==> src/hdl/bffa_pkg.sv <==
`timescale 1ns / 1ps

package bffa_pkg;

  // Bitmap geometry: one memory word holds this many item bits.
  localparam int unsigned WORD_BITS = 64;
  localparam int unsigned POS_W     = 6;

  // Fixed field widths of the request and response transactions.
  localparam int unsigned NUM_W = 14;
  localparam int unsigned ST_W  = 2;

  // Default map size and the reset value of the limit register.
  localparam int unsigned    MAP_BITS_DEF = 8192;
  localparam logic [13:0]    LIMIT_RESET  = 14'd8192;

  // Operation codes of the func field.
  localparam logic FUNC_ALLOC = 1'b0;
  localparam logic FUNC_FREE  = 1'b1;

  // Response status codes.
  typedef enum logic [1:0] {
    ST_OK    = 2'd0,
    ST_FULL  = 2'd1,
    ST_RANGE = 2'd2
  } status_e;

  // Result of examining one bitmap word.
  typedef struct packed {
    logic             found;  // a free item lies in this word below the limit
    logic [POS_W-1:0] pos;    // lowest free bit position in the word
    logic             last;   // this word reaches the limit, scan ends here
  } scan_res_t;

endpackage

==> src/hdl/bffa_scan.sv <==
`timescale 1ns / 1ps

module bffa_scan #(
  parameter int unsigned IDXW = 13,
  parameter int unsigned CW   = 15
) (
  input  logic [bffa_pkg::WORD_BITS-1:0] word_i,
  input  logic [IDXW-1:0]                base_i,
  input  logic [bffa_pkg::NUM_W-1:0]     limit_i,
  output bffa_pkg::scan_res_t            res_o
);
  import bffa_pkg::*;

  logic [CW-1:0]        lim_w;
  logic [CW-1:0]        base_w;
  logic [CW-1:0]        span;
  logic [WORD_BITS-1:0] in_range;
  logic [WORD_BITS-1:0] busy;

  assign lim_w  = CW'(limit_i);
  assign base_w = CW'(base_i);
  assign span   = lim_w - base_w;

  // Bits at or above the limit count as taken so they are never granted.
  always_comb begin
    if (lim_w <= base_w) begin
      in_range = '0;
    end else if (span >= CW'(WORD_BITS)) begin
      in_range = '1;
    end else begin
      in_range = ~({WORD_BITS{1'b1}} << span[POS_W-1:0]);
    end
  end

  assign busy = word_i | ~in_range;

  // Priority search for the lowest clear bit.
  always_comb begin
    res_o.found = 1'b0;
    res_o.pos   = '0;
    for (int j = WORD_BITS - 1; j >= 0; j--) begin
      if (!busy[j]) begin
        res_o.found = 1'b1;
        res_o.pos   = POS_W'(j);
      end
    end
    res_o.last = (lim_w <= base_w + CW'(WORD_BITS));
  end

endmodule
==> config.mk <==
export PLATFORM = sky130hd
export DESIGN_NAME = bffa_scan
export DESIGN_NICKNAME = d
export VERILOG_FILES = /design/src/hdl/bffa_pkg.sv /design/src/hdl/bffa_scan.sv
export SDC_FILE = /design/constraint.sdc
export NUM_CORES = 1
export LEC_CHECK = 0
export ABC_AREA = 1
export BUFFER_PORTS_ARGS = -buffer_cell sky130_fd_sc_hd__buf_2
export CORE_UTILIZATION = 35
export DETAILED_ROUTE_END_ITERATION = 6
export GPL_ROUTABILITY_DRIVEN = 0
export SYNTH_ARGS = -nofsm -noshare
export SYNTH_HDL_FRONTEND = slang
export SYNTH_SLANG_ARGS = --single-unit
export TNS_END_PERCENT = 100
==> constraint.sdc <==
create_clock -name vclk -period 8.8
set_clock_uncertainty 0.15 [all_clocks]
set_input_delay 1.32 -clock vclk [all_inputs]
set_output_delay 1.32 -clock vclk [all_outputs]
set_load 0.005 [all_outputs]
Word-level counts from Yosys, hierarchy flattened --
Cells that the tools add are included. Widths: inputs -> output; s select.
Operators by class: magnitude comparators 3, shift operators 1, $add $sub $neg 2, multiplexer cells 66, bitwise logic cells 3
Operator list (count):
- $mux 7 | 64
- $mux 64 | 2
- $not 64->64 | 2
- $or 64x64->64 | 1
- $shl 64x6->64 const A | 1
- $ge 15x7->1 const B | 1
- $sub 14x13->15 | 1
- $add 13x7->14 const B | 1
- $le 14x13->1 | 1
- $le 14x14->1 | 1
Storage, ports and cells: input port bits 91, word-level logic and storage cells 75, register bits 0, output and inout bits 8

Longest topological paths before layout --
word-level depth 71, gate-level depth with buffers 73, gate-level depth less buffers 73

Worst setup path after synthesis --
Ideal clock, no wire load.
kind input -> output, start point input limit_i[0] in the netlist's numbering, end point output res_o[1] in the netlist's numbering, path buffers 0, path slack 1.654 ns, required time 7.330 ns, cell stages on the path 69, arrival time 5.676 ns, cell sequence inv_1 > ha_1 > inv_1 > fa_1 > nand3_1 > nand3_1 > xnor2_2 > nor2_2 > inv_2 > nor2_1 > nand2_1 > nand3_1 > nand3b_1 > nand2_1 > nand2_1 > nand2_1 > nand2_1 > nand2_1 > (+33 left out) > nand2_1 > nand2_1 > nand2_1 > nand2_1 > nand2_1 > nand2_1 > nand2_1 > nand2_1 > nand2_1 > nand2_1 > nand2_1 > nand2_1 > nand2_1 > nand2_1 > nand2_1 > nand2_1 > nand2_1 > a21oi_2
RTL lines:
- from (decl) | RTL line bffa_scan.sv:9 | input logic [bffa_pkg::NUM_W-1:0] limit_i,
- to (decl) | RTL line bffa_scan.sv:10 | output bffa_pkg::scan_res_t res_o

==> metrics <==
status=finished, final reports clean; Reg area=0 sq um; Core Footprint=8380 sq um; final hold vios=0; Die Ht=96.2 um; final worst setup slack=0.886 ns; CP Launch Type=input port; Synth Cell Area=3100 sq um; Crit Path Category=input port to primary output; PwrDens=77.3 nW/um^2; first-pass GRT wire length=17.5 mm; Critical Path RT=7.33 ns; yosys warns=0; Worst Hold Class=input port to primary output; CP most frequent cell=nand2_1; Starting Density=37.0%; dpl hpwl=9.39 mm; initial antenna violation count=0; WL/cell=13.2 um; Net Count, Synth=748; # port buffers=99; die footprint=9250 sq um; hold_buf cts=0; Largest delay share family, worst path=simple AND/OR/NAND/NOR gates; minimum clock period=7.91 ns; # setup viols final=0; max incr delay on CP=0.37 ns; worst hold margin=2.91 ns; drt first-iter violations=350; share of cells above drive strength 1=18.9%; Pleak=2.22 nW; Final Cycle Share=89.9%; Final Instance Area=3790 sq um; Top Ports=99; WP data arrival=6.44 ns; area grow syn2layout=22.0%; Max Slew Vio Count=0; post-synth cell types=42; achievable frequency=0.126 GHz; CP max-delay cell=fa_2; post-place instance area=3690 sq um; Pre-antenna DRT Iters=5; clk_buf instances=0; Routed WL=11.0 mm; Antenna Nets Post-Route=0; Cells after Synth=634; post-layout net count=842; syn_area_per_cell=4.90 sq um; crit-path max FO=16; flip-flop and latch count=0; Congestion Overflow GR=0; CP Capture Type=primary output; max cap viols=0; post-route setup TNS=0 ns; routed vias/inst=5.27; number of diodes=0; Slew headroom=56.2%; Worst-Margin Slew=0.650 ns; sequential share of the synthesized area=0%; total track usage=23.6%; vias in the first global route=3804; VDD IR max=0.0000237 V; DRC viols=0; worst slack at placement=0.585 ns; Die X=96.2 um; placement row count=33; via count=4380; pin count of the biggest net entering global routing=46; WP buf/inv=6
[power by group]
group / switching (mW) / internal (mW) / leakage (nW) / total, mW
Sequential: 0 / 0 / 0 / 0
Combinational: 0.193 / 0.0995 / 2.22 / 0.293
Clock: 0 / 0 / 0 / 0
[cells in the mapped netlist (2+ instances only)]
library cell | n | area, sq um
a2111o_1 | 4 | 45.0
a211o_1 | 17 | 149
a21boi_0 | 2 | 15.0
a21oi_1 | 24 | 120
a31oi_1 | 5 | 31.3
and2_1 | 2 | 12.5
clkbuf_1 | 11 | 41.3
ha_1 | 22 | 275
inv_1 | 78 | 293
inv_2 | 14 | 52.6
nand2_1 | 226 | 848
nand3_1 | 41 | 205
nand3b_1 | 6 | 45.0
nand4_1 | 9 | 56.3
nor2_1 | 89 | 334
nor2_2 | 3 | 18.8
nor3_1 | 10 | 50.1
o211ai_1 | 7 | 52.6
o21ai_0 | 34 | 170
o21ai_1 | 2 | 10.0
o21bai_1 | 3 | 22.5
xnor2_2 | 2 | 32.5
xor2_1 | 4 | 35.0
[cell families after synthesis]
family,count (synthesis),synth area share [%]
simple gates,394,52.7
buf+inv,106,13.0
compound gates,103,21.4
fa+ha+maj,23,9.51
xor+xnor,8,3.35
[through the flow]
| stage | util [%] | power, mW | cells |
|---|---|---|---|
| global route | 45.2 | 0.328 | 831 |
| finish | 45.2 | 0.293 | 831 |
| global placement | 44.1 | 0.275 | 827 |
| detailed placement | 44.1 | 0.276 | 827 |
| CTS | 44.1 | 0.277 | 827 |
| floorplan | - | 0.198 | 634 |
[worst paths after layout]
path | start | endpoint | cells after the start
min | word_i[1] | res_o[1] | 4
max | limit_i[0] | res_o[1] | 68
[cells in the final DEF, fill, tap and decap left out, types with 2 or more instances in the layout]
master	Yosys	final
and2_1	2	2
a2111o_1	4	4
nand2_1	226	226
a21oi_1	24	24
a31oi_1	5	5
a21boi_0	2	2
inv_2	14	13
o211ai_1	7	7
nand3b_1	6	6
buf_4	1	6
nor2_4	1	3
a211o_1	17	17
xor2_1	4	4
nor2_1	89	88
ha_1	22	21
o21bai_1	3	3
o21ai_1	2	2
nor3_1	10	10
nor2_2	3	2
inv_1	78	77
buf_2	0	99
nand3_1	41	41
o21ai_0	34	34
nand4_1	9	9
[cell type report]
class	count	area (sq um)
fillers	978	4590
inverters	93	363
multi-input cells	528	2750
well taps	105	131
repair buffers	105	541
[routing by layer]
layer	GRT usage (%)	wire (um)	vias to the layer above
li1	-	-	2246
met1	33.4	5100	1898
met2	39.4	4780	218
met3	1.18	938	18
met4	4.23	187	0
met5	0	0	-
[what timing repair did]
| action | 4_1_cts | 5_1_grt |
|---|---|---|
| setup buffers | 0 | 4 |
| hold endpoints to repair | 0 | 0 |
| setup endpoints to repair | 0 | 1 |
| gates resized for setup | 0 | 13 |
No activity file was read; power rests on OpenSTA's default activity.
